===== src/rgbh_pkg.sv =====
`default_nettype none

package rgbh_pkg;

	localparam int ChanW     = 8;
	localparam int HueW      = 16;
	localparam int SatW      = 17;
	localparam int DivisorW  = 11;                 // 6 * chroma reaches 1530
	localparam int RemW      = DivisorW;
	localparam int QuoW      = 16;                 // bits produced by the division stages
	localparam int StepsPerStage = 2;
	localparam int DivStages = QuoW / StepsPerStage;
	localparam int NumW      = 12;                 // signed hue numerator before wrap

	typedef enum logic [1:0] {
		SEC_RED,
		SEC_GREEN,
		SEC_BLUE
	} sector_t;

	typedef struct packed {
		logic [ChanW-1:0]        value;
		logic [ChanW-1:0]        chroma;
		sector_t                 sector;
		logic signed [ChanW:0]   diff;
	} front_t;

	typedef struct packed {
		logic [DivisorW-1:0] divisor;
		logic [RemW-1:0]     rem;
		logic [QuoW-1:0]     quo;
	} div_lane_t;

	typedef struct packed {
		div_lane_t        hue_lane;
		div_lane_t        sat_lane;
		logic             sat_msb;
		logic             sat_zero;
		logic             hue_zero;
		logic [ChanW-1:0] value;
	} work_t;

	// one restoring division step: shift in a zero, subtract when it fits
	function automatic div_lane_t div_step(div_lane_t lane);
		div_lane_t          res;
		logic [RemW:0]      rem2;
		logic [RemW:0]      dvs;
		logic               fits;
		res  = lane;
		rem2 = {lane.rem, 1'b0};
		dvs  = {1'b0, lane.divisor};
		fits = (rem2 >= dvs);
		res.rem = fits ? RemW'(rem2 - dvs) : RemW'(rem2);
		res.quo = {lane.quo[QuoW-2:0], fits};
		return res;
	endfunction

endpackage

`default_nettype wire


===== src/rgbh_rgb_if.sv =====
`default_nettype none

interface rgbh_rgb_if;
	import rgbh_pkg::*;

	logic             valid;
	logic             ready;
	logic [ChanW-1:0] red;
	logic [ChanW-1:0] green;
	logic [ChanW-1:0] blue;

	modport source (output valid, output red, output green, output blue, input ready);
	modport sink (input valid, input red, input green, input blue, output ready);
endinterface

`default_nettype wire


===== src/rgbh_hsv_if.sv =====
`default_nettype none

interface rgbh_hsv_if;
	import rgbh_pkg::*;

	logic             valid;
	logic             ready;
	logic [HueW-1:0]  hue;
	logic [SatW-1:0]  saturation;
	logic [ChanW-1:0] brightness;

	modport source (output valid, output hue, output saturation, output brightness, input ready);
	modport sink (input valid, input hue, input saturation, input brightness, output ready);
endinterface

`default_nettype wire


===== src/rgb_to_hsv_converter_unit.sv =====
`default_nettype none
// Pipeline: 2 front stages, then 8 division stages.
// Throughput: one pixel per cycle while hsv.ready does not stall; the 16-bit quotients are formed two bits per stage.
// Each stage loads whenever it is empty or its content moves on, so bubbles close up.
// Reset: arst_n asynchronously clears all stage valid bits; data registers are not reset.

module rgb_to_hsv_converter_unit (
	input  wire logic  clk,
	input  wire logic  arst_n,
	rgbh_rgb_if.sink   rgb,
	rgbh_hsv_if.source hsv
);
	import rgbh_pkg::*;

	logic   vld_s1;
	front_t front_s1;
	logic   vld_s2;
	work_t  work_s2;

	front_t front_d;
	work_t  work_d;
	logic   rdy_s1;
	logic   rdy_s2;

	logic  stg_valid [DivStages+1];
	logic  stg_ready [DivStages+1];
	work_t stg_data  [DivStages+1];

	// stage 1: largest, smallest, sector and signed difference
	always_comb begin
		logic [ChanW-1:0] mn;
		front_d = '0;
		mn      = rgb.red;
		if (rgb.green < mn) mn = rgb.green;
		if (rgb.blue < mn)  mn = rgb.blue;
		priority if (rgb.red >= rgb.green && rgb.red >= rgb.blue) begin
			front_d.value  = rgb.red;
			front_d.sector = SEC_RED;
			front_d.diff   = $signed({1'b0, rgb.green}) - $signed({1'b0, rgb.blue});
		end else if (rgb.green >= rgb.blue) begin
			front_d.value  = rgb.green;
			front_d.sector = SEC_GREEN;
			front_d.diff   = $signed({1'b0, rgb.blue}) - $signed({1'b0, rgb.red});
		end else begin
			front_d.value  = rgb.blue;
			front_d.sector = SEC_BLUE;
			front_d.diff   = $signed({1'b0, rgb.red}) - $signed({1'b0, rgb.green});
		end
		front_d.chroma = front_d.value - mn;
	end

	// stage 2: hue numerator wrapped into one turn, first saturation bit
	always_comb begin
		logic [DivisorW-1:0]   six_c;
		logic [DivisorW-1:0]   off_c;
		logic signed [NumW-1:0] num;
		logic signed [NumW-1:0] six_cs;
		logic                  sat_hi;
		work_d = '0;
		six_c  = {1'b0, front_s1.chroma, 2'b00} + {2'b00, front_s1.chroma, 1'b0};
		unique case (front_s1.sector)
			SEC_RED:   off_c = '0;
			SEC_GREEN: off_c = {2'b00, front_s1.chroma, 1'b0};
			SEC_BLUE:  off_c = {1'b0, front_s1.chroma, 2'b00};
			default:   off_c = '0;
		endcase
		six_cs = $signed({1'b0, six_c});
		num    = $signed({1'b0, off_c}) + NumW'(front_s1.diff);
		if (num < 0) begin
			num = num + six_cs;
		end else if (num >= six_cs) begin
			num = num - six_cs;
		end
		work_d.hue_lane.divisor = six_c;
		work_d.hue_lane.rem     = RemW'(num);
		work_d.hue_lane.quo     = '0;
		sat_hi = (front_s1.chroma >= front_s1.value);
		work_d.sat_lane.divisor = DivisorW'(front_s1.value);
		work_d.sat_lane.rem     = sat_hi ? '0 : RemW'(front_s1.chroma);
		work_d.sat_lane.quo     = '0;
		work_d.sat_msb  = sat_hi;
		work_d.sat_zero = (front_s1.value == '0);
		work_d.hue_zero = (front_s1.chroma == '0);
		work_d.value    = front_s1.value;
	end

	assign rdy_s2    = !vld_s2 || stg_ready[0];
	assign rdy_s1    = !vld_s1 || rdy_s2;
	assign rgb.ready = rdy_s1;

	always_ff @(posedge clk or negedge arst_n) begin
		if (!arst_n) begin
			vld_s1 <= 1'b0;
			vld_s2 <= 1'b0;
		end else begin
			if (rdy_s1) vld_s1 <= rgb.valid;
			if (rdy_s2) vld_s2 <= vld_s1;
		end
	end

	always_ff @(posedge clk) begin
		if (rdy_s1 && rgb.valid) front_s1 <= front_d;
		if (rdy_s2 && vld_s1)    work_s2  <= work_d;
	end

	assign stg_valid[0] = vld_s2;
	assign stg_data[0]  = work_s2;

	for (genvar k = 0; k < DivStages; k++) begin : g_div
		rgbh_div_stage u_stage (
			.clk      (clk),
			.arst_n   (arst_n),
			.up_valid (stg_valid[k]),
			.up_ready (stg_ready[k]),
			.up_data  (stg_data[k]),
			.dn_valid (stg_valid[k+1]),
			.dn_ready (stg_ready[k+1]),
			.dn_data  (stg_data[k+1])
		);
	end

	assign stg_ready[DivStages] = hsv.ready;
	assign hsv.valid      = stg_valid[DivStages];
	assign hsv.hue        = stg_data[DivStages].hue_zero ? '0 : stg_data[DivStages].hue_lane.quo;
	assign hsv.saturation = stg_data[DivStages].sat_zero ? '0 :
		{stg_data[DivStages].sat_msb, stg_data[DivStages].sat_lane.quo};
	assign hsv.brightness = stg_data[DivStages].value;
endmodule

`default_nettype wire


===== src/rgbh_div_stage.sv =====
`default_nettype none

module rgbh_div_stage (
	input  wire logic           clk,
	input  wire logic           arst_n,
	input  wire logic           up_valid,
	output logic                up_ready,
	input  wire rgbh_pkg::work_t up_data,
	output logic                dn_valid,
	input  wire logic           dn_ready,
	output rgbh_pkg::work_t     dn_data
);
	import rgbh_pkg::*;

	logic  vld_q;
	work_t data_q;
	work_t next_data;

	always_comb begin
		next_data = up_data;
		for (int i = 0; i < StepsPerStage; i++) begin
			next_data.hue_lane = div_step(next_data.hue_lane);
			next_data.sat_lane = div_step(next_data.sat_lane);
		end
	end

	// load when empty or when the held transaction leaves this cycle
	assign up_ready = !vld_q || dn_ready;

	always_ff @(posedge clk or negedge arst_n) begin
		if (!arst_n) begin
			vld_q <= 1'b0;
		end else if (up_ready) begin
			vld_q <= up_valid;
		end
	end

	always_ff @(posedge clk) begin
		if (up_ready && up_valid) begin
			data_q <= next_data;
		end
	end

	assign dn_valid = vld_q;
	assign dn_data  = data_q;
endmodule

`default_nettype wire


===== src/flat_wrapper.sv =====
// flat-port wrapper written by rule: the top's interface ports become plain ports
module rgb_to_hsv_converter_unit_flat import rgbh_pkg::*;
  (clk, arst_n, rgb_valid, rgb_red, rgb_green, rgb_blue, rgb_ready, hsv_valid, hsv_hue, hsv_saturation, hsv_brightness, hsv_ready);
  rgbh_rgb_if rgb_i ();
  rgbh_hsv_if hsv_i ();
  input  wire logic clk;
  input  wire logic arst_n;
  input wire logic [$bits(rgb_i.valid)-1:0] rgb_valid;
  input wire logic [$bits(rgb_i.red)-1:0] rgb_red;
  input wire logic [$bits(rgb_i.green)-1:0] rgb_green;
  input wire logic [$bits(rgb_i.blue)-1:0] rgb_blue;
  output wire logic [$bits(rgb_i.ready)-1:0] rgb_ready;
  output wire logic [$bits(hsv_i.valid)-1:0] hsv_valid;
  output wire logic [$bits(hsv_i.hue)-1:0] hsv_hue;
  output wire logic [$bits(hsv_i.saturation)-1:0] hsv_saturation;
  output wire logic [$bits(hsv_i.brightness)-1:0] hsv_brightness;
  input wire logic [$bits(hsv_i.ready)-1:0] hsv_ready;
  assign rgb_i.valid = rgb_valid;
  assign rgb_i.red = rgb_red;
  assign rgb_i.green = rgb_green;
  assign rgb_i.blue = rgb_blue;
  assign rgb_ready = rgb_i.ready;
  assign hsv_valid = hsv_i.valid;
  assign hsv_hue = hsv_i.hue;
  assign hsv_saturation = hsv_i.saturation;
  assign hsv_brightness = hsv_i.brightness;
  assign hsv_i.ready = hsv_ready;
  rgb_to_hsv_converter_unit u_core (.clk(clk), .arst_n(arst_n), .rgb(rgb_i), .hsv(hsv_i));
endmodule

===== config.mk =====
export PLATFORM = sky130hd
export DESIGN_NAME = rgb_to_hsv_converter_unit_flat
export DESIGN_NICKNAME = d
export VERILOG_FILES = /design/src/rgbh_pkg.sv /design/src/rgbh_rgb_if.sv /design/src/rgbh_hsv_if.sv /design/src/rgb_to_hsv_converter_unit.sv /design/src/rgbh_div_stage.sv /design/src/flat_wrapper.sv
export SDC_FILE = /design/constraint.sdc
export NUM_CORES = 1
export LEC_CHECK = 0
export BUFFER_PORTS_ARGS = -buffer_cell sky130_fd_sc_hd__buf_2
export CORE_ASPECT_RATIO = 1.25
export CORE_MARGIN = 2
export CORE_UTILIZATION = 30
export CTS_CLUSTER_DIAMETER = 100
export DETAILED_ROUTE_END_ITERATION = 12
export GPL_ROUTABILITY_DRIVEN = 0
export PLACE_DENSITY = 0.49
export SETUP_SLACK_MARGIN = 0.3
export SYNTH_ARGS = -nofsm -noshare
export SYNTH_HDL_FRONTEND = slang
export SYNTH_SLANG_ARGS = --single-unit

===== constraint.sdc =====
create_clock -name clk -period 4.7 [get_ports clk]
set_input_delay 0.47 -clock clk [delete_from_list [all_inputs] [get_ports clk]]
set_output_delay 0.47 -clock clk [all_outputs]
set_load 0.005 [all_outputs]

After elaboration in Yosys (flattened, before gate mapping)
Index checks and enable logic that the tools add are counted.

storage, ports and cells
  flip-flop bits (word level) = 541
  bits of input ports = 28
  logic and storage cells = 258

cells by class
  add/sub/neg operators = 38
  magnitude comparators = 40
  equality and inequality tests = 2
  mux-type cells = 41
  reductions and logical operators = 33

operators by type and width
  cell                   number
  $mux W11               33
  $ge A12 B11 Y1         16
  $ge A12 B8 Y1          15
  $sub A11 B11 Y11       16
  $sub A11 B8 Y11        15
  $ge A8 B8 Y1           4
  $mux W8                4
  $sub A8 B8 Y9          3
  $pmux W10 S2           1
  $mux W17               1
  $logic_not A8 Y1       2
  $lt A8 B8 Y1           2
  $mux W16               1
  $add A11 B9 Y12        1
  $ge A12 B12 Y1         1
  $lt A12 B1 Y1 const B  1
  $add A10 B9 Y11        1
  $add A11 B11 Y11       1
  $logic_and A1 B1 Y1    11
  $logic_not A1 Y1       10
  $logic_or A1 B1 Y1     10
  $ge A9 B8 Y1           1
  $mux W9                1
  $sub A8 B8 Y8          1
  2 further kinds        2

Depth between registers and ports, before layout
Gate-level depths: netlist of the first run.

  depth in word-level cells = 12
  mapped depth = 24
  mapped depth without buffers = 24

Modules after synthesis
A second synthesis of the first run with hierarchy kept.

second synthesis, totals
  cell total of the unflattened synthesis = 4273
  area total of the unflattened synthesis = 48760.5 um2

by module, submodules not included
  module                                         times used  cells an instance  area each (um2)
  rgbh_div_stage at u_core.g_div[0].u_stage ...  6           449                5308.8
  rgb_to_hsv_converter_unit                      1           695                6449.9
  rgbh_div_stage at u_core.g_div[3].u_stage      1           463                5285.1
  rgbh_div_stage at u_core.g_div[2].u_stage      1           421                5172.5

Worst setup path before layout of the first run
OpenSTA, ideal clock, no wires.

  kind = input to register
  start = input port rgb_green[1]
  end = register u_core.front_s1[18] (netlist bit) (data pin)
  data arrival time = 5054 ps
  slack = -614 ps
  stages = 24
  cells stage by stage = inv_1 -> ha_1 -> nor2b_1 -> o31ai_1 -> a211oi_1 -> o21ai_1 -> clkbuf_1 -> nor2_1 -> a21oi_1 -> ha_1 -> a2111oi_0 -> o21ai_0 -> a31oi_1 -> a211o_1 -> clkbuf_1 -> a21oi_1 -> ha_1 -> a21o_1 -> a21o_1 -> a21o_1 -> a21oi_1 -> o21ai_0 -> xnor2_1 -> xnor2_1

RTL lines
  what                  line                              source
  start, declared       flat_wrapper.sv:10                input wire logic [$bits(rgb_i.green)-1:0] rgb_green;
  end signal, assigned  rgb_to_hsv_converter_unit.sv:102  if (rdy_s1 && rgb.valid) front_s1 <= front_d;
  end, declared         rgb_to_hsv_converter_unit.sv:16   front_t front_s1;

==> results of run 1 <==
==> through the flow <==
step | utilization [%] | setup TNS, ps
4_1_cts | 36.0 | 0
3_3_place_gp | 33.9 | -427
3_5_place_dp | 33.9 | -343
2_1_floorplan | - | 0
6_report | 37.1 | 0
5_1_grt | 37.1 | 0
==> cell usage in the layout, fill, tap and decap left out, types with 23 or more instances in the layout <==
master	n
nand2_1	153
xor2_1	79
inv_1	288
o31ai_1	29
nor2_1	254
nor3_1	69
ha_1	329
or2_2	23
o21ai_1	26
nand4_1	49
xnor2_1	133
a21oi_1	189
a21o_1	77
nor2b_1	100
nand3_1	33
mux2_2	139
o21ai_0	154
edfxtp_1	516
nand2b_1	52
o21bai_1	34
a21oi_2	27
buf_2	71
o21a_1	83
buf_4	336
a211oi_1	23
clkbuf_16	59
and2_1	23
==> registers in the layout, summed over array words and instances, names as in the netlist <==
| signal | count |
|---|---|
| u_core.vld_s1 | 1 |
| u_core.g_div.u_stage.dn_valid | 8 |
| u_core.g_div.u_stage.dn_data | 449 |
| u_core.front_s1 | 27 |
| u_core.stg_data | 40 |
| u_core.vld_s2 | 1 |
==> metal layers <==
metal  vias to the layer above  global-route usage (%)  routed length (microns)
li1                      13361                       -                        -
met1                     12514                    15.1                    35000
met2                       293                    29.7                    51400
met3                       137                    1.49                     1850
met4                         0                    4.71                     2860
met5                         -                       0                        0
==> critical path: stages (launching register included) <==
cell and delay (ps):
edfxtp_1 460, inv_2 120, ha_4 210, nor2b_4 120, o31a_1 270, o211ai_1 260
a21oi_2 110, nor3_4 240, buf_12 160, mux2i_4 260, ha_4 230, o21a_1 160
o31a_1 110, o31a_1 280, o31ai_2 300, a21oi_2 130, a21oi_4 210, o21ai_4 150
mux2_4 350
==> cell type report <==
cell class              instances  area [sq um]  share of cell area, %
clock inverters                45           591                   1.33
well taps                    1584          1980                   4.48
flip-flops and latches        526         15700                   35.6
clock buffers                  64          1470                   3.33
multi-input cells            2514         20000                   45.3
repair buffers                436          3250                   7.34
inverters                     313          1190                   2.70
==> cell families after synthesis <==
group | Yosys count | synth area share, %
fa+ha+maj | 387 | 14.0
mux | 178 | 5.55
simple gates | 893 | 12.6
xor+xnor | 214 | 5.21
flops | 526 | 43.7
compound gates | 840 | 15.0
buf+inv | 367 | 3.96
==> worst max path at each step <==
stage | end | slack (ps) | cells past startpoint
floorplan | u_core.front_s1[18] | 190 | 24
global placement | u_core.front_s1[18] | -210 | 23
detailed placement | u_core.front_s1[18] | -180 | 24
CTS | u_core.g_div[0].u_stage.dn_data[75] | 260 | 20
global route | u_core.stg_data[769] | 40 | 23
finish | u_core.g_div[2].u_stage.dn_data[73] | 280 | 18
==> repair_timing <==
item,in CTS,in global routing
endpoints found under the setup margin,103,140
endpoints found under the hold margin,11,0
setup buffers,28,60
cloned,2,4
resized for setup,76,198
pin swaps,27,91
hold buffers,2,0
==> cells in the mapped netlist, types with 25 or more instances <==
cell      number  share of area [%]
a21oi_1      220                3.1
nor2_1       260                2.7
inv_1        311                3.2
clkbuf_1      37               0.39
a211oi_1      31               0.65
nor3_1        71               0.99
xnor2_1      135                3.3
o21bai_1      38               0.79
ha_1         362                 13
nand3_1       36               0.50
nor2b_1      109                1.9
nand2_1      155                1.6
o21a_1        83                1.7
mux2_2       148                4.6
o21ai_0      194                2.7
nand2b_1      53               0.92
o31ai_1       38               0.79
edfxtp_1     516                 43
xor2_1        79                1.9
fa_1          25                1.4
and2_1        35               0.61
a21o_1        77                1.6
nand4_1       49               0.85
==> results.cfg, run 1 <==
[outcome]
status = finished clean

[worst_setup_path]
critPathLaunchType = flop
cp_data_required_time_ps = 5070
worst-path-max-fanout = 5
r2r_slack_ps = 280
path_class = reg2reg
end_kind = flop
reg2reg_depth = 18
worstSetupStartpoint = u_core.g_div[1].u_stage.dn_data[78]
worstReg2RegEnd = u_core.g_div[2].u_stage.dn_data[73]
arrival_ps = 4790
timing.rr.start = u_core.g_div[1].u_stage.dn_data[78]

[cts]
cts_buffer_depth = 3
cts-root-buf = clkbuf_16
htreeDepth = 2
clkLatencyLatePin_ps = 650
clk_pin_slew_ps = 60
cts_tree = built
cts.sinks = 526
cts_buffers = 58

[timing]
timing.slew.headroom_pct = 25.4
timing.fmax_mhz = 226
final_hold_viol_count = 0
rsz0062_at_grt = yes
finalCritPeriodShare_pct = 94.0
min_period_ps = 4420
clock_skew_ps = 31.2
maxSlewViolCount = 0
setup_ws_ps = 283
worst_pin_slew_ps = 1120
setup_viol = 0
hold-worst-slack_ps = 211

[synthesis]
syn_inst = 3405
ys.flop_type = edfxtp_1
synth_area_per_cell_sq_um = 10.6
synth_warnings = 0
synth_seq_cells = 526
syn-num-nets = 3820
synth_cell_types = 86
syn_area_sq_um = 36000
synthArstFlopShare_pct = 1.90
ys_seq_area_share_pct = 43.7
synth-edff-count = 516

[routing]
drc = 0
drtIter0Drc = 1085
dr.pass1.iters = 6
ant_nets = 0
vias = 26305
wl_per_cell_microns = 16.6
drt-total-wl_mm = 91.1
via_per_inst = 4.80

[global_routing]
grt_overflow = 0
grt_first_pass_wirelength_mm = 143
track_usage_pct = 14.5
grt_pass1_vias = 26757
grt_start_max_net_pins = 63
antenna_found_initial = 1

[worst_hold_path]
hold_depth = 4
hold_path_class = in2reg
min-delay-start = hsv_ready
min_to = u_core.g_div[6].u_stage.dn_valid

[finish]
areaGrowthSynthToFinish_pct = 23.0
diodes = 0
nets = 4264
final_cell_area_sq_um = 44300
final_layout_size_suffix_gt1_share_pct = 24.2
final_cell_count_no_fill = 5482
fillers = 11947

[placement]
pre_cts_ws_ps = -178
placed_cells = 5277
place_hpwl_mm = 71.8
numPortBuffers = 70
postPlaceCellArea_sq_um = 40400

[floorplanning]
core-area_sq_um = 119000
die_h_microns = 391
fp-row-count = 142
io_pins = 71
die-area_sq_um = 123000
die_x_microns = 314
initial_core_util_pct = 30.2

[flow_run]
drv_cap = 0
Power of run 1 is not shown: default switching activity piles up to over one toggle a cycle in this logic, so the estimate is an artifact.
==> run 2: changes to the inputs <==
--- a/config.mk
+++ b/config.mk
@@ -12,6 +12,7 @@
 export CTS_CLUSTER_DIAMETER = 100
 export DETAILED_ROUTE_END_ITERATION = 12
 export GPL_ROUTABILITY_DRIVEN = 0
+export GPL_TIMING_DRIVEN = 0
 export PLACE_DENSITY = 0.49
 export SETUP_SLACK_MARGIN = 0.3
 export SYNTH_ARGS = -nofsm -noshare
==> run 2 against run 1 <==
Net effect: cell count decreased by 1.2%; first-iteration DRC count increased by 11%; count of clock-buffer cells in the layout increased by 6; sequential share of layout area decreased by 0.32 points; hold slack got worse by 2.3 ps; via count about the same; critical endpoint is now u_core.g_div[0].u_stage.dn_data[70]; setup slack got worse by 68 ps; highest routed layer unchanged; utilization increased by 0.34 points; flip-flop and latch count unchanged.
==> results.cfg, run 2 (synthesis results as in run 1) <==
[finish]
diodes = 0
final_layout_size_suffix_gt1_share_pct = 25.3
layout_commonest_cell = edfxtp_1
final_cell_mix = 516 x edfxtp_1, 301 x ha_1, 276 x inv_1
largest_reg_flops = 449
nets = 4196
areaGrowthSynthToFinish_pct = 24.1

[timing]
worst_pin_slew_ps = 1050
finalCritPeriodShare_pct = 95.4
final_hold_viol_count = 0
timing.slew.headroom_pct = 29.7
setup_viol = 0
maxSlewViolCount = 0
rsz0062_at_grt = yes
min_period_ps = 4480
setup_tns_ps = 0
timing.fmax_mhz = 223
clock_skew_ps = 34.6

[cts]
cts_buffers = 58
cts_tree = built
cts_buffer_depth = 3
cts.sinks = 526
clkLatencyLatePin_ps = 650
htreeDepth = 2
cts-root-buf = clkbuf_16
clk_pin_slew_ps = 60

[placement]
place_hpwl_mm = 69.7
numPortBuffers = 70

[global_routing]
grt_start_max_net_pins = 64
track_usage_pct = 14.5
grt_first_pass_wirelength_mm = 143
grt_overflow = 0
antenna_found_initial = 0
grt_pass1_vias = 26825

[worst_hold_path]
min-delay-start = hsv_ready
hold_depth = 4
hold_path_class = in2reg
min_to = u_core.g_div[6].u_stage.dn_valid

[routing]
drtIter0Drc = 1202
ant_nets = 0
dr.pass1.iters = 5
vias = 26309
drc = 0
wl_per_cell_microns = 16.9
via_per_inst = 4.86
drt-total-wl_mm = 91.6

[flow_run]
drv_cap = 0

[outcome]
status = finished clean

[worst_setup_path]
cp_data_required_time_ps = 5080
timing.rr.start = u_core.stg_data[764]
critPathLaunchType = flop
arrival_ps = 4870
r2r_slack_ps = 220
end_kind = flop
path_class = reg2reg
worstReg2RegEnd = u_core.g_div[0].u_stage.dn_data[70]
reg2reg_depth = 18
worst-path-max-fanout = 4

[floorplanning]
die_h_microns = 391
fp-row-count = 142
io_pins = 71
initial_core_util_pct = 30.2
core-area_sq_um = 119000
die_x_microns = 314
die-area_sq_um = 123000
==> run 2: cell types whose count changed in the layout (fill, tap and decap cells not counted), sizes merged, moves of 2 or more <==
cell	previous run	this run
inv	318	314
clkinv	21	30
buf	431	339
clkinvlp	8	3
nand3	37	39
clkbuf	67	96
bufinv	11	6
==> run 2: worst max path at each step <==
| stage | slack (ps) | start | cells past startpoint | end |
|---|---|---|---|---|
| floorplan | 190 | rgb_green[2] | 24 | u_core.front_s1[18] |
| global placement | -1090 | u_core.g_div[3].u_stage.dn_data[78] | 20 | u_core.g_div[4].u_stage.dn_data[69] |
| detailed placement | -1080 | u_core.g_div[3].u_stage.dn_data[78] | 20 | u_core.g_div[4].u_stage.dn_data[69] |
| CTS | 120 | u_core.stg_data[774] | 20 | u_core.g_div[0].u_stage.dn_data[70] |
| global route | 60 | u_core.stg_data[764] | 18 | u_core.g_div[0].u_stage.dn_data[70] |
| finish | 220 | u_core.stg_data[764] | 18 | u_core.g_div[0].u_stage.dn_data[70] |
==> run 2: cell type report <==
cell class | count | area [sq um]
well taps | 1584 | 1980
flip-flops and latches | 526 | 15700
clock buffers | 70 | 1550
fillers | 11851 | 74700
plain buffers | 54 | 489
inverters | 313 | 1190
multi-input cells | 2515 | 20900
clock inverters | 40 | 408
repair buffers | 313 | 2460
==> run 2: per-layer routing <==
| metal | routed length (microns) | vias up | GRT usage, % |
|---|---|---|---|
| li1 | - | 13232 | - |
| met1 | 34400 | 12600 | 14.8 |
| met2 | 51400 | 315 | 29.1 |
| met3 | 1870 | 162 | 1.52 |
| met4 | 4030 | 0 | 6.32 |
| met5 | 0 | - | 0 |
==> run 2: per-stage QoR <==
step                hold WS, ps  utilization, %  std cells  setup WS [ps]  cell area (sq um)
floorplan                   174               -       3405            189              36300
global placement            356            32.3       5059          -1090              38600
detailed placement          358            32.5       5069          -1080              38900
CTS                         156            35.8       5298            119              42700
global route                228            37.4       5415           59.1              44700
finish                      209            37.4       5415            216              44700
==> run 2: repair_timing <==
action,CTS,global route
endpoints found under the hold margin,11,0
setup buffers,114,112
hold buffers,2,0
pin swaps,74,134
gates resized for setup,239,278
gates cloned,3,5
setup endpoints to repair,172,149
==> run 2: worst max-delay path: stages (launching register included) <==
cell      delay [ps]
edfxtp_1         420
ha_2             220
or4_4            540
o22ai_4          170
o21ai_2          110
a31oi_4          280
mux2_4           340
inv_2             70
ha_4             200
nor2b_4          130
o31a_1           290
o31ai_4          230
a21oi_2          100
o31a_1           260
o21ai_2          120
o211ai_1         120
clkbuf_8         180
buf_12           130
mux2_4           300
Power of run 2 is left out for the same reason.
